[config.mk]
export PLATFORM = sky130hd
export DESIGN_NAME = b85_queue
export DESIGN_NICKNAME = d
export VERILOG_FILES = /design/src/rtl/b85_pkg.sv /design/src/rtl/b85_queue.sv
export SDC_FILE = /design/constraint.sdc
export NUM_CORES = 1
export LEC_CHECK = 0
export BUFFER_PORTS_ARGS = -buffer_cell sky130_fd_sc_hd__buf_2
export CORE_ASPECT_RATIO = 0.9
export CORE_UTILIZATION = 35
export CTS_CLUSTER_SIZE = 24
export DETAILED_ROUTE_END_ITERATION = 10
export HOLD_SLACK_MARGIN = 0.06
export SETUP_SLACK_MARGIN = 0.4
export SYNTH_ARGS = -nofsm -noshare
export SYNTH_HDL_FRONTEND = slang
export SYNTH_SLANG_ARGS = --single-unit
[constraint.sdc]
create_clock -name clk -period 4.67 [get_ports clk]
set_input_delay 0.2335 -clock clk [delete_from_list [all_inputs] [get_ports clk]]
set_output_delay 0.2335 -clock clk [all_outputs]
set_load 0.005 [all_outputs]
[src/rtl/b85_pkg.sv]
package b85_pkg;

  localparam logic [6:0]  RADIX       = 7'd85;
  localparam logic [6:0]  CHAR_OFFSET = 7'd33;
  localparam logic [6:0]  CHAR_MAX    = CHAR_OFFSET + RADIX - 7'd1;
  localparam int          GROUP_BYTES = 4;
  localparam int          QUEUE_DEPTH = 2;

  // floor(x / 85) == (x * RECIP) >> RECIP_SHIFT for every 32-bit x
  localparam logic [31:0] RECIP       = 32'hC0C0C0C1;
  localparam int          RECIP_SHIFT = 38;

  typedef struct packed {
    logic [7:0] data_byte;
    logic       last_of_line;
  } in_item_t;

  typedef struct packed {
    logic [6:0] char_code;
    logic       group_done;
    logic       line_done;
  } out_item_t;

  // one closed group: padded word, byte count minus one, end of line
  typedef struct packed {
    logic [31:0] word;
    logic [1:0]  n_m1;
    logic        last;
  } grp_t;

endpackage

[src/rtl/b85_queue.sv]
module b85_queue #(
  parameter int DEPTH = b85_pkg::QUEUE_DEPTH
) (
  input  logic          clk,
  input  logic          rst_n,
  input  logic          push,
  input  b85_pkg::grp_t push_item,
  output logic          full,
  input  logic          pop,
  output logic          pop_valid,
  output b85_pkg::grp_t pop_item
);

  localparam int PTR_W = (DEPTH > 1) ? $clog2(DEPTH) : 1;
  localparam int CNT_W = $clog2(DEPTH + 1);

  b85_pkg::grp_t    mem_r [DEPTH];
  logic [PTR_W-1:0] wr_ptr_r, wr_ptr_nxt;
  logic [PTR_W-1:0] rd_ptr_r, rd_ptr_nxt;
  logic [CNT_W-1:0] cnt_r, cnt_nxt;
  logic             do_push;
  logic             do_pop;

  assign full      = (cnt_r == CNT_W'(DEPTH));
  assign pop_valid = (cnt_r != '0);
  assign pop_item  = mem_r[rd_ptr_r];
  assign do_push   = push && !full;
  assign do_pop    = pop && pop_valid;

  always_comb begin
    wr_ptr_nxt = wr_ptr_r;
    rd_ptr_nxt = rd_ptr_r;
    cnt_nxt    = cnt_r;
    if (do_push) begin
      wr_ptr_nxt = (wr_ptr_r == PTR_W'(DEPTH - 1)) ? '0 : wr_ptr_r + PTR_W'(1);
    end
    if (do_pop) begin
      rd_ptr_nxt = (rd_ptr_r == PTR_W'(DEPTH - 1)) ? '0 : rd_ptr_r + PTR_W'(1);
    end
    if (do_push && !do_pop) begin
      cnt_nxt = cnt_r + CNT_W'(1);
    end else if (do_pop && !do_push) begin
      cnt_nxt = cnt_r - CNT_W'(1);
    end
  end

  always_ff @(posedge clk) begin
    if (!rst_n) begin
      wr_ptr_r <= '0;
      rd_ptr_r <= '0;
      cnt_r    <= '0;
    end else begin
      wr_ptr_r <= wr_ptr_nxt;
      rd_ptr_r <= rd_ptr_nxt;
      cnt_r    <= cnt_nxt;
    end
  end

  always_ff @(posedge clk) begin
    if (do_push) begin
      mem_r[wr_ptr_r] <= push_item;
    end
  end

endmodule

==> impl_metrics.env <==
export IMPL_status="complete, no violations"
export IMPL_cts_setup_buffers=0
export IMPL_htree_levels=3
export IMPL_arrival_ns=1.78
export IMPL_rows=30
export IMPL_syn_avg_cell_area_um2=20.60
export IMPL_core_area_um2=7582
export IMPL_skew_ns=0.005414
export IMPL_grt_pass1_wl_um=6789
export IMPL_yosys_warnings=0
export IMPL_drt_total_wl_um=4603
export IMPL_dpl_hpwl_um=2996
export IMPL_antenna_found_initial=0
export IMPL_avgRoutedWirePerCell_um=14.43
export IMPL_start_kind="flop"
export IMPL_synth_seq_area_share=0.7978
export IMPL_gr_total_overflow=0
export IMPL_r2r_end="mem_r[0][28]$_DFFE_PP_"
export IMPL_ff2ff_path_depth=4
export IMPL_slew_viol_final=0
export IMPL_critical_path_class="reg -> out"
export IMPL_cp_end_kind="primary output"
export IMPL_route_antenna_remaining_nets=0
export IMPL_synth_top_cell_by_area="edfxtp_1"
export IMPL_reg2reg_slack_ns=2.72
export IMPL_synthTopCellsByArea="edfxtp_1 76%, mux2_2 14%, dfxtp_1 3.6%, buf_4 0.82%, and2_1 0.68%"
export IMPL_n_antenna_cell=0
export IMPL_io_buffers=75
export IMPL_r2r_start="cnt_r[0]$_SDFFE_PN0P_"
export IMPL_cts_sinks=75
export IMPL_drv_cap=0
export IMPL_initialDrtViolationCount=34
export IMPL_cts_tree="yes"
export IMPL_relSlewSlack=0.4308
export IMPL_syn_inst=134
export IMPL_hp_class="in -> reg"
export IMPL_setup_viol=0
export IMPL_fin_nets=258
export IMPL_dp_slack_ns=2.690
export IMPL_vias_per_cell=4.433
export IMPL_first_global_vias=1368
export IMPL_period_share=0.4316
export IMPL_fill_cells=690
export IMPL_required_ns=4.44
export IMPL_tns_ns=0
export IMPL_place_gp_congestion=0.6691
export IMPL_io_pins=76
export IMPL_cp_max_fo=35
export IMPL_grt_max_degree=36
export IMPL_clk_pin_slew_ns=0.08
export IMPL_rsz0062_at_grt="false"
export IMPL_area_delta_synth_final_pct=25.79
export IMPL_peakVddDrop_mv=0.2434
export IMPL_tightestPinTransition_ns=0.8537
export IMPL_dieHeight_um=86.25
export IMPL_yosysUniqueCellTypes=22
export IMPL_fmax_ghz=0.4961
export IMPL_setup_ws_ns=2.654
export IMPL_drive_above_1_share=0.5874
export IMPL_start_util=0.3640
export IMPL_ctsRootBufferMaster="clkbuf_8"
export IMPL_first_pass_iters=4
export IMPL_track_usage=0.1143
export IMPL_ys_seq_elements=75
export IMPL_insertion_delay_ns=0.33
export IMPL_die_w_um=95.61
export IMPL_route_detailed_drc=0
export IMPL_synth_area_um2=2760
export IMPL_period_minus_slack_ns=2.016
export IMPL_syn_nets=174
export IMPL_synth_top_cell_area_share=0.7616
export IMPL_cts_buffers=9
export IMPL_endpoint="pop_item[17]"
export IMPL_leakagePower_nw=1.288
export IMPL_num_vias=1414
export IMPL_clockBufferDepth=2
export IMPL_power_density_nw_per_um2=526.8
export IMPL_dieArea_um2=8245
export IMPL_hold_viol_final=0
## critical path, stage by stage, from the launching register on
cell and delay (ns):
dfxtp_2 0.88, mux2_2 0.43, buf_2 0.13
## per-stage QoR
stage | hold WS, ns | std cells | utilization | instance area (um2) | power (mW)
floorplan | 0.3324 | 134 | - | 2760 | 1.159
global placement | 0.4228 | 302 | 0.4279 | 3244 | 1.324
detailed placement | 0.4255 | 302 | 0.4279 | 3244 | 1.326
CTS | 0.06273 | 319 | 0.4579 | 3472 | 1.858
global route | 0.06321 | 319 | 0.4579 | 3472 | 1.920
finish | 0.08757 | 319 | 0.4579 | 3472 | 1.829
## cell usage after synthesis, drive strengths merged
cell and number:
ha 1, and3 1, nor3 1, dfxtp 5, mux2 35, or2 1
a21boi 2, nand2b 1, nor2 1, or3 1, xor2 1, buf 4
and2 3, xnor2 2, o21ai 2, inv 2, edfxtp 70, o21a 1
## flip-flops by register name, indices dropped and copies added, names as in the netlist, named ones only
register and flops:
cnt_r 2, rd_ptr_r 1, wr_ptr_r 1, mem_r 70
## what timing repair did
| item | in CTS | in global routing |
|---|---|---|
| hold buffers | 1 | 0 |
| endpoints found under the hold margin | 1 | 0 |
| resized for setup | 0 | 0 |
## routing by layer
metal,global-route usage,wire length (um)
met3,0.05439,367
met4,0.03664,19
met1,0.1419,2053
met2,0.1766,2162
met5,0,0
## worst min path at each step
stage,start,end,depth (start not counted),slack [ns]
floorplan,push_item[0],mem_r[0][0]$_DFFE_PP_,0,0.33
global placement,push_item[9],mem_r[0][9]$_DFFE_PP_,1,0.42
detailed placement,push_item[9],mem_r[0][9]$_DFFE_PP_,1,0.43
CTS,push_item[10],mem_r[1][10]$_DFFE_PP_,1,0.06
global route,push_item[10],mem_r[1][10]$_DFFE_PP_,1,0.06
finish,push_item[10],mem_r[1][10]$_DFFE_PP_,1,0.09
## cells by family after synthesis
logic type,synth area share
buf+inv,0.01269
compound gates,0.01179
flops,0.7978
simple gates,0.02086
mux,0.1428
xor+xnor,0.009521
fa+ha+maj,0.004532
## area by class of cell
type	count	area, um2	share of cell area
sequential	75	2203	0.6346
multi-input combinational	53	530.5	0.1528
timing repair buffer	77	392.9	0.1132
clock buffer	10	127.6	0.03676
tap	96	120.1	0.03459
clock inverter	6	90.09	0.02595
inverter	2	7.507	0.002162
## cells in the final DEF, fill, tap and decap left out, drive strengths merged
cell type / Yosys / layout
mux2: 35 / 35
and3: 1 / 1
ha: 1 / 1
nand2b: 1 / 1
dfxtp: 5 / 5
xnor2: 2 / 2
dlygate4sd3: 0 / 1
edfxtp: 70 / 70
a21boi: 2 / 2
o21ai: 2 / 2
nor2: 1 / 1
clkinvlp: 0 / 4
xor2: 1 / 1
and2: 3 / 3
or3: 1 / 1
clkbuf: 0 / 10
o21a: 1 / 1
or2: 1 / 1
inv: 2 / 2
nor3: 1 / 1
buf: 4 / 76
bufinv: 0 / 2
## report_power, final
part           switching (mW)  internal, mW  total [mW]
clock                   0.226         0.301       0.526
combinational           0.167         0.222       0.389
sequential             0.0668         0.847       0.914
total                   0.460          1.37        1.83
(Power assumes the default switching activity.)
