## config.mk

```make
export PLATFORM = sky130hd
export DESIGN_NAME = b85_front
export DESIGN_NICKNAME = d
export VERILOG_FILES = /design/src/rtl/b85_pkg.sv /design/src/rtl/b85_front.sv
export SDC_FILE = /design/constraint.sdc
export NUM_CORES = 1
export LEC_CHECK = 0
export ABC_AREA = 1
export BUFFER_PORTS_ARGS = -buffer_cell sky130_fd_sc_hd__buf_4
export CAP_MARGIN = 15
export CORE_MARGIN = 2
export CORE_UTILIZATION = 38
export DETAILED_ROUTE_END_ITERATION = 8
export GPL_TIMING_DRIVEN = 0
export HOLD_SLACK_MARGIN = 0.06
export SLEW_MARGIN = 20
export SYNTH_ARGS = -nofsm -noshare
export SYNTH_HDL_FRONTEND = slang
export SYNTH_SLANG_ARGS = --single-unit
```

## constraint.sdc

```tcl
create_clock -name clk -period 1.6 [get_ports clk]
set_clock_uncertainty 0.05 [all_clocks]
set_input_delay 0.32 -clock clk [delete_from_list [all_inputs] [get_ports clk]]
set_output_delay 0.32 -clock clk [all_outputs]
set_load 0.05 [all_outputs]
```

## src/rtl/b85_pkg.sv

```systemverilog
package b85_pkg;

  localparam logic [6:0]  RADIX       = 7'd85;
  localparam logic [6:0]  CHAR_OFFSET = 7'd33;
  localparam logic [6:0]  CHAR_MAX    = CHAR_OFFSET + RADIX - 7'd1;
  localparam int          GROUP_BYTES = 4;
  localparam int          QUEUE_DEPTH = 2;

  // floor(x / 85) == (x * RECIP) >> RECIP_SHIFT for every 32-bit x
  localparam logic [31:0] RECIP       = 32'hC0C0C0C1;
  localparam int          RECIP_SHIFT = 38;

  typedef struct packed {
    logic [7:0] data_byte;
    logic       last_of_line;
  } in_item_t;

  typedef struct packed {
    logic [6:0] char_code;
    logic       group_done;
    logic       line_done;
  } out_item_t;

  // one closed group: padded word, byte count minus one, end of line
  typedef struct packed {
    logic [31:0] word;
    logic [1:0]  n_m1;
    logic        last;
  } grp_t;

endpackage

```

## src/rtl/b85_front.sv

```systemverilog
module b85_front (
  input  logic              clk,
  input  logic              rst_n,
  input  logic              in_valid,
  output logic              in_stall,
  input  b85_pkg::in_item_t in_item,
  input  logic              q_full,
  output logic              q_push,
  output b85_pkg::grp_t     q_item
);

  logic [23:0] group_r, group_nxt;
  logic [1:0]  count_r, count_nxt;
  logic        accept;
  logic        closes;
  logic [31:0] word;

  assign in_stall = q_full;
  assign accept   = in_valid && !q_full;
  assign closes   = in_item.last_of_line || (count_r == 2'd3);
  assign q_push   = accept && closes;

  always_comb begin
    case (count_r)
      2'd0:    word = {in_item.data_byte, 24'd0};
      2'd1:    word = {group_r[7:0], in_item.data_byte, 16'd0};
      2'd2:    word = {group_r[15:0], in_item.data_byte, 8'd0};
      2'd3:    word = {group_r, in_item.data_byte};
      default: word = '0;
    endcase
  end

  assign q_item.word = word;
  assign q_item.n_m1 = count_r;
  assign q_item.last = in_item.last_of_line;

  always_comb begin
    group_nxt = group_r;
    count_nxt = count_r;
    if (accept) begin
      if (closes) begin
        group_nxt = '0;
        count_nxt = '0;
      end else begin
        group_nxt = {group_r[15:0], in_item.data_byte};
        count_nxt = count_r + 2'd1;
      end
    end
  end

  always_ff @(posedge clk) begin
    if (!rst_n) begin
      group_r <= '0;
      count_r <= '0;
    end else begin
      group_r <= group_nxt;
      count_r <= count_nxt;
    end
  end

endmodule

```

==> flow_summary.yaml, run 1 <==
synth:
  synth.top_cell.area_share_pct: 30.4
  syn_area_um2: 1710
  yosysTopAreaCell: "dfxtp_1"
  ys_top_cells_by_area: "dfxtp_1 30%, nand2_1 28%, nand3_1 12%"
  synth_common_cells: "129 x nand2_1, 41 x nand3_1, 34 x a21oi_1"
  ys_types: 18
  synth_seq_cells: 26
  async_reset_ff_share_pct: 0
  syn_area_per_cell_um2: 6.02
  synth.most_common_cell: "nand2_1"
  syn_nets: 302
  syn_inst: 284
  ys.warnings.count: 0
  synth_edf_count: 0
  ys.flop_type: "dfxtp_1"
  yosysSeqAreaShare_pct: 30.4
timing:
  final.setup.tns_ps: -10370
  final_hold_viol_count: 0
  finalCritPeriodShare_pct: 124
  worst_pin_slew_ps: 573
  rsz0062_at_grt: "yes"
  max-slew-margin-rel_pct: 61.8
  finalSetupViolCount: 33
  min_period_ps: 1980
  slew_violations: 0
  max_freq_mhz: 504
  worst_slack_ps: -385
  timing.hold.ws_ps: 275
cells_and_area:
  num_antenna_cells: 0
  drive_gt1_share_pct: 60.1
  finalCoreUtilization_pct: 78.7
  fin_area_um2: 3430
  fin_cells: 410
  syn_to_final_growth_pct: 100
  nets: 377
critical_path:
  max_stage_delay_ps: 390
  path_class: "reg -> out"
  crit_required_ps: 1230
  cp_max_fo: 5
  crit_slowest_cell: "dfxtp_4"
  r2r_cells: 7
  cp-end-kind: "output port"
  crit_chain: "buf_6 > ha_4 > buf_8 > nand2_2 > nand3_2 > nand2_2 > clkinvlp_4 > buf_8"
  cp.arrival_ps: 1610
  startpoint_type: "register"
power:
  peakVddDrop_v: 0.000332
  power_leakage_nw: 1.45
  power_density_nw_per_um2: 457
hold_path:
  whs_path_depth: 3
  min_path_type: "in -> reg"
route:
  ant_nets: 0
  vias: 2284
  post-route-drc-count: 0
  first_pass_iters: 5
  via_per_inst: 5.57
  wl_per_cell_um: 17.5
  drt_iter0_drc: 133
  drt-total-wl_um: 7160
global_routing:
  overflow: 0
  grt_pass1_wl_um: 10400
  grt_usage_pct: 27.0
  grt_max_degree: 15
  antenna_found_initial: 0
  grt_pass1_vias: 2024
floorplanning:
  ios: 50
  die-area_um2: 5050
  initial_core_util_pct: 39.3
  die_h_um: 71.1
  die_w_um: 71.1
  row_count: 24
  core_um2: 4350
placement:
  dpl.hpwl_um: 3900
  portBuffers: 49
  placed_area_um2: 2440
  gp_congestion: 0.860
  placed_cells: 385
clock_tree:
  clock_latency_ps: 280
  cts_hold_buf: 0
  cts_sinks: 26
  htree_levels: 1
  clockBufferDepth: 2
  clk_pin_slew_ps: 90
  cts_inserted_buffers: 3
  root_buffer: "clkbuf_8"
  tritoncts: "done"
outcome:
  status: "complete, but fails checks"
  violations: "negative setup slack"
flow_run:
  maxCapViolCount: 0
==> what timing repair did <==
| action | 4_1_cts | 5_1_grt |
|---|---|---|
| pin swaps | 14 | 28 |
| cloned | 5 | 2 |
| gates resized for setup | 115 | 69 |
| setup endpoints to repair | 33 | 52 |
| setup buffers | 15 | 3 |
==> per-layer routing <==
| metal | vias up | global-route usage, % | part of all wire (%) |
|---|---|---|---|
| li1 | 1050 | - | - |
| met1 | 1080 | 36.2 | 39 |
| met2 | 137 | 44.1 | 50 |
| met3 | 17 | 2.85 | 8.0 |
| met4 | 0 | 11.3 | 2.7 |
| met5 | - | 0 | 0 |
==> kinds of logic after synthesis <==
logic type	count (synthesis)	share of synthesized area, %
buf+inv	43	12.7
flops	26	30.4
fa+ha+maj	5	3.66
simple gates	175	42.9
compound gates	35	10.2
==> path summary, 6_finish.rpt <==
| kind | startpoint | to | slack (ps) |
|---|---|---|---|
| max | count_r[1] | q_item[23] | -380 |
| min | rst_n | count_r[0] | 270 |
| max reg2reg | count_r[0] | group_r[18] | 40 |
| min reg2reg | group_r[21] | group_r[21] | 420 |
==> placed cells by master (no fill, tap or decap) <==
cell type / n
nand2_1: 60
nand2_2: 51
buf_8: 29
buf_4: 29
nand3_1: 26
a21oi_1: 26
dfxtp_1: 24
nand2_4: 19
buf_6: 19
clkinvlp_4: 16
nand3_2: 15
a21oi_4: 8
buf_12: 4
clkbuf_16: 4
ha_4: 4
buf_16: 4
clkbuf_1: 3
clkbuf_8: 3
nor2_4: 2
dfxtp_4: 2
inv_6: 1
inv_4: 1
inv_8: 1
nor2_8: 1
inv_1: 1
inv_2: 1
clkinv_1: 1
o21ai_0: 1
nor2_1: 1
ha_2: 1
==> registers in the layout, summed over array words and instances, names as in the netlist <==
signal,flops
count_r,2
group_r,24
==> final cells by class <==
| cell class | instances | area (µm²) |
|---|---|---|
| plain buffers | 17 | 203 |
| clock buffers | 4 | 45.0 |
| fillers | 304 | 928 |
| inverters | 22 | 158 |
| multi-input cells | 215 | 1470 |
| flip-flops and latches | 26 | 528 |
| well taps | 52 | 65.1 |
| repair buffers | 74 | 962 |
==> where the power goes <==
part           total [mW]  switching [mW]  internal, mW
clock network       0.402           0.223         0.179
logic               0.495           0.291         0.204
registers           0.671          0.0172         0.653
total                1.57           0.531          1.04
==> through the flow <==
step           setup slack, ps  total power, mW
3_5_place_dp              -236             1.03
6_report                  -385             1.57
2_1_floorplan             -148            0.908
3_3_place_gp              -236             1.03
5_1_grt                   -437             1.61
4_1_cts                   -378             1.54
==> critical path, delay by kind of cell, from the launching register on <==
family / cells / cell delay, ps
DFF: 1 / 390
and+or+nand+nor: 3 / 220
buffers and inverters: 4 / 520
adders and majority gates: 1 / 200
(Power assumes the default switching activity.)
==> inputs of run 2 (changes only) <==
clock period = 2.3 ns   (was 1.6 ns; I/O delays follow)
==> run 2 against run 1 <==
The flow now finishes without violations; sequential share of layout area increased by 7.3 points; global-route usage down 3.6 points; clock-buffer cell count decreased by 1; critical endpoint is now q_item[22]; largest cell class unchanged.
==> flow_summary.yaml, run 2 (synthesis gave the netlist of run 1 again) <==
critical_path:
  crit_slowest_cell: "dfxtp_4"
  crit_required_ps: 1790
  startpoint_type: "register"
  cp_max_fo: 10
  path_class: "reg -> out"
  cp-end-kind: "output port"
  critPathBufInv: 6
  max_stage_delay_ps: 390
  cp.arrival_ps: 1720
  crit_chain: "inv_1 > ha_1 > clkbuf_4 > inv_4 > buf_6 > nand2_1 > inv_1 > buf_4"
  path_common_cell: "inv_1"
  crit_family: "buffers and inverters"
clock_tree:
  cts_resized: 7
  clk_pin_slew_ps: 100
  cts_inserted_buffers: 3
  clock_latency_ps: 280
  clockBufferDepth: 2
  cts_hold_buf: 0
  post_cts.repair.setup_buffers: 0
  htree_levels: 1
  cts_sinks: 26
  root_buffer: "clkbuf_8"
  tritoncts: "done"
floorplanning:
  die_h_um: 71.1
  die_w_um: 71.1
  row_count: 24
  ios: 50
  core_um2: 4350
  die-area_um2: 5050
  initial_core_util_pct: 39.3
global_routing:
  antenna_found_initial: 0
  overflow: 0
  grt_usage_pct: 23.3
  gr-usage-met1_pct: 32.8
  grt_pass1_wl_um: 9270
  met2_usage_pct: 36.8
  top_usage_layer: "met2"
  grt_max_degree: 17
  grtUsageMet3_pct: 2.85
  grt_pass1_vias: 1806
timing:
  slew_violations: 0
  final_hold_viol_count: 0
  max-slew-margin-rel_pct: 62.0
  max_freq_mhz: 449
  finalCritPeriodShare_pct: 96.9
  finalSetupViolCount: 0
  worst_slack_ps: 72.2
  min_period_ps: 2230
  final.setup.tns_ps: 0
  worst_pin_slew_ps: 570
  timing.hold.ws_ps: 418
route:
  post-route-drc-count: 0
  drt-total-wl_um: 5560
  drt_iter0_drc: 104
  first_pass_iters: 4
  vias: 1956
  wl_per_cell_um: 14.5
  ant_nets: 0
  via_per_inst: 5.09
flow_run:
  maxCapViolCount: 0
placement:
  gp_congestion: 0.802
  pre_cts_ws_ps: 105
  placed_area_um2: 2240
  portBuffers: 49
  dpl.hpwl_um: 3880
cells_and_area:
  nets: 352
  fin_area_um2: 2310
  layout_common_cells: "129 x nand2_1, 52 x buf_4, 41 x nand3_1, 26 x a21oi_1, 24 x dfxtp_1"
  drive_gt1_share_pct: 25.6
  regMostFlops: "group_r"
  biggestRegsByFlops: "group_r x24, count_r x2"
  fillCellCount: 467
  final_common_cell: "nand2_1"
  largest_reg_flops: 24
  syn_to_final_growth_pct: 35.3
  num_antenna_cells: 0
power:
  peakVddDrop_v: 0.000234
  total_power_mw: 0.958
  internal_power_mw: 0.644
  pwr-share-comb_pct: 23.5
  power_leakage_nw: 1.06
  p_sw_share_pct: 32.7
  power_frac_seq_pct: 48.4
  power.share.clock_pct: 28.1
  p_sw_mw: 0.314
  power_density_nw_per_um2: 414
outcome:
  status: "completed"
hold_path:
  min_path_type: "reg -> reg"
## run 2: worst reg2reg max path, cell delays in order, from the launching register on
cell,delay [ps]
dfxtp_4,380
ha_1,200
buf_6,180
nor2_8,200
buf_6,180
nand3_1,90
a21oi_1,120
## run 2: power by group through the flow
stage,Clock (mW),Combinational (mW),Sequential (mW)
after detailed placement,0,0.219,0.475
after CTS,0.271,0.222,0.465
after global routing,0.287,0.240,0.466
after global placement,0,0.218,0.475
after floorplan,0,0.134,0.477
final,0.269,0.225,0.464
## run 2: cell type report
type                       count  area (µm²)  share of cell area (%)
buffer                        17         144                    6.22
multi-input combinational    215        1070                    46.2
inverter                      22        85.1                    3.68
clock buffer                   3        41.3                    1.78
tap                           52        65.1                    2.81
sequential                    26         526                    22.7
timing repair buffer          49         383                    16.5
## run 2: stage by stage
step	utilization, %	instances
floorplan	-	284
global route	53.1	384
finish	53.1	384
detailed placement	51.4	385
global placement	51.4	385
CTS	52.6	386
## run 2: layer usage
metal | part of all wire, % | wire length, µm | vias up
met1 | 45 | 2500 | 890
li1 | - | - | 988
met4 | 1.2 | 66 | 0
met2 | 47 | 2610 | 73
met3 | 6.9 | 382 | 5
met5 | 0 | 0 | -
## run 2: worst paths after layout
path              cells after the start  slack [ps]     endpoint   startpoint
setup / recovery                      8          70   q_item[22]   count_r[0]
hold / removal                        2         420  group_r[17]  group_r[17]
setup reg to reg                      6         820   group_r[1]   count_r[0]
hold reg to reg                       2         420  group_r[17]  group_r[17]
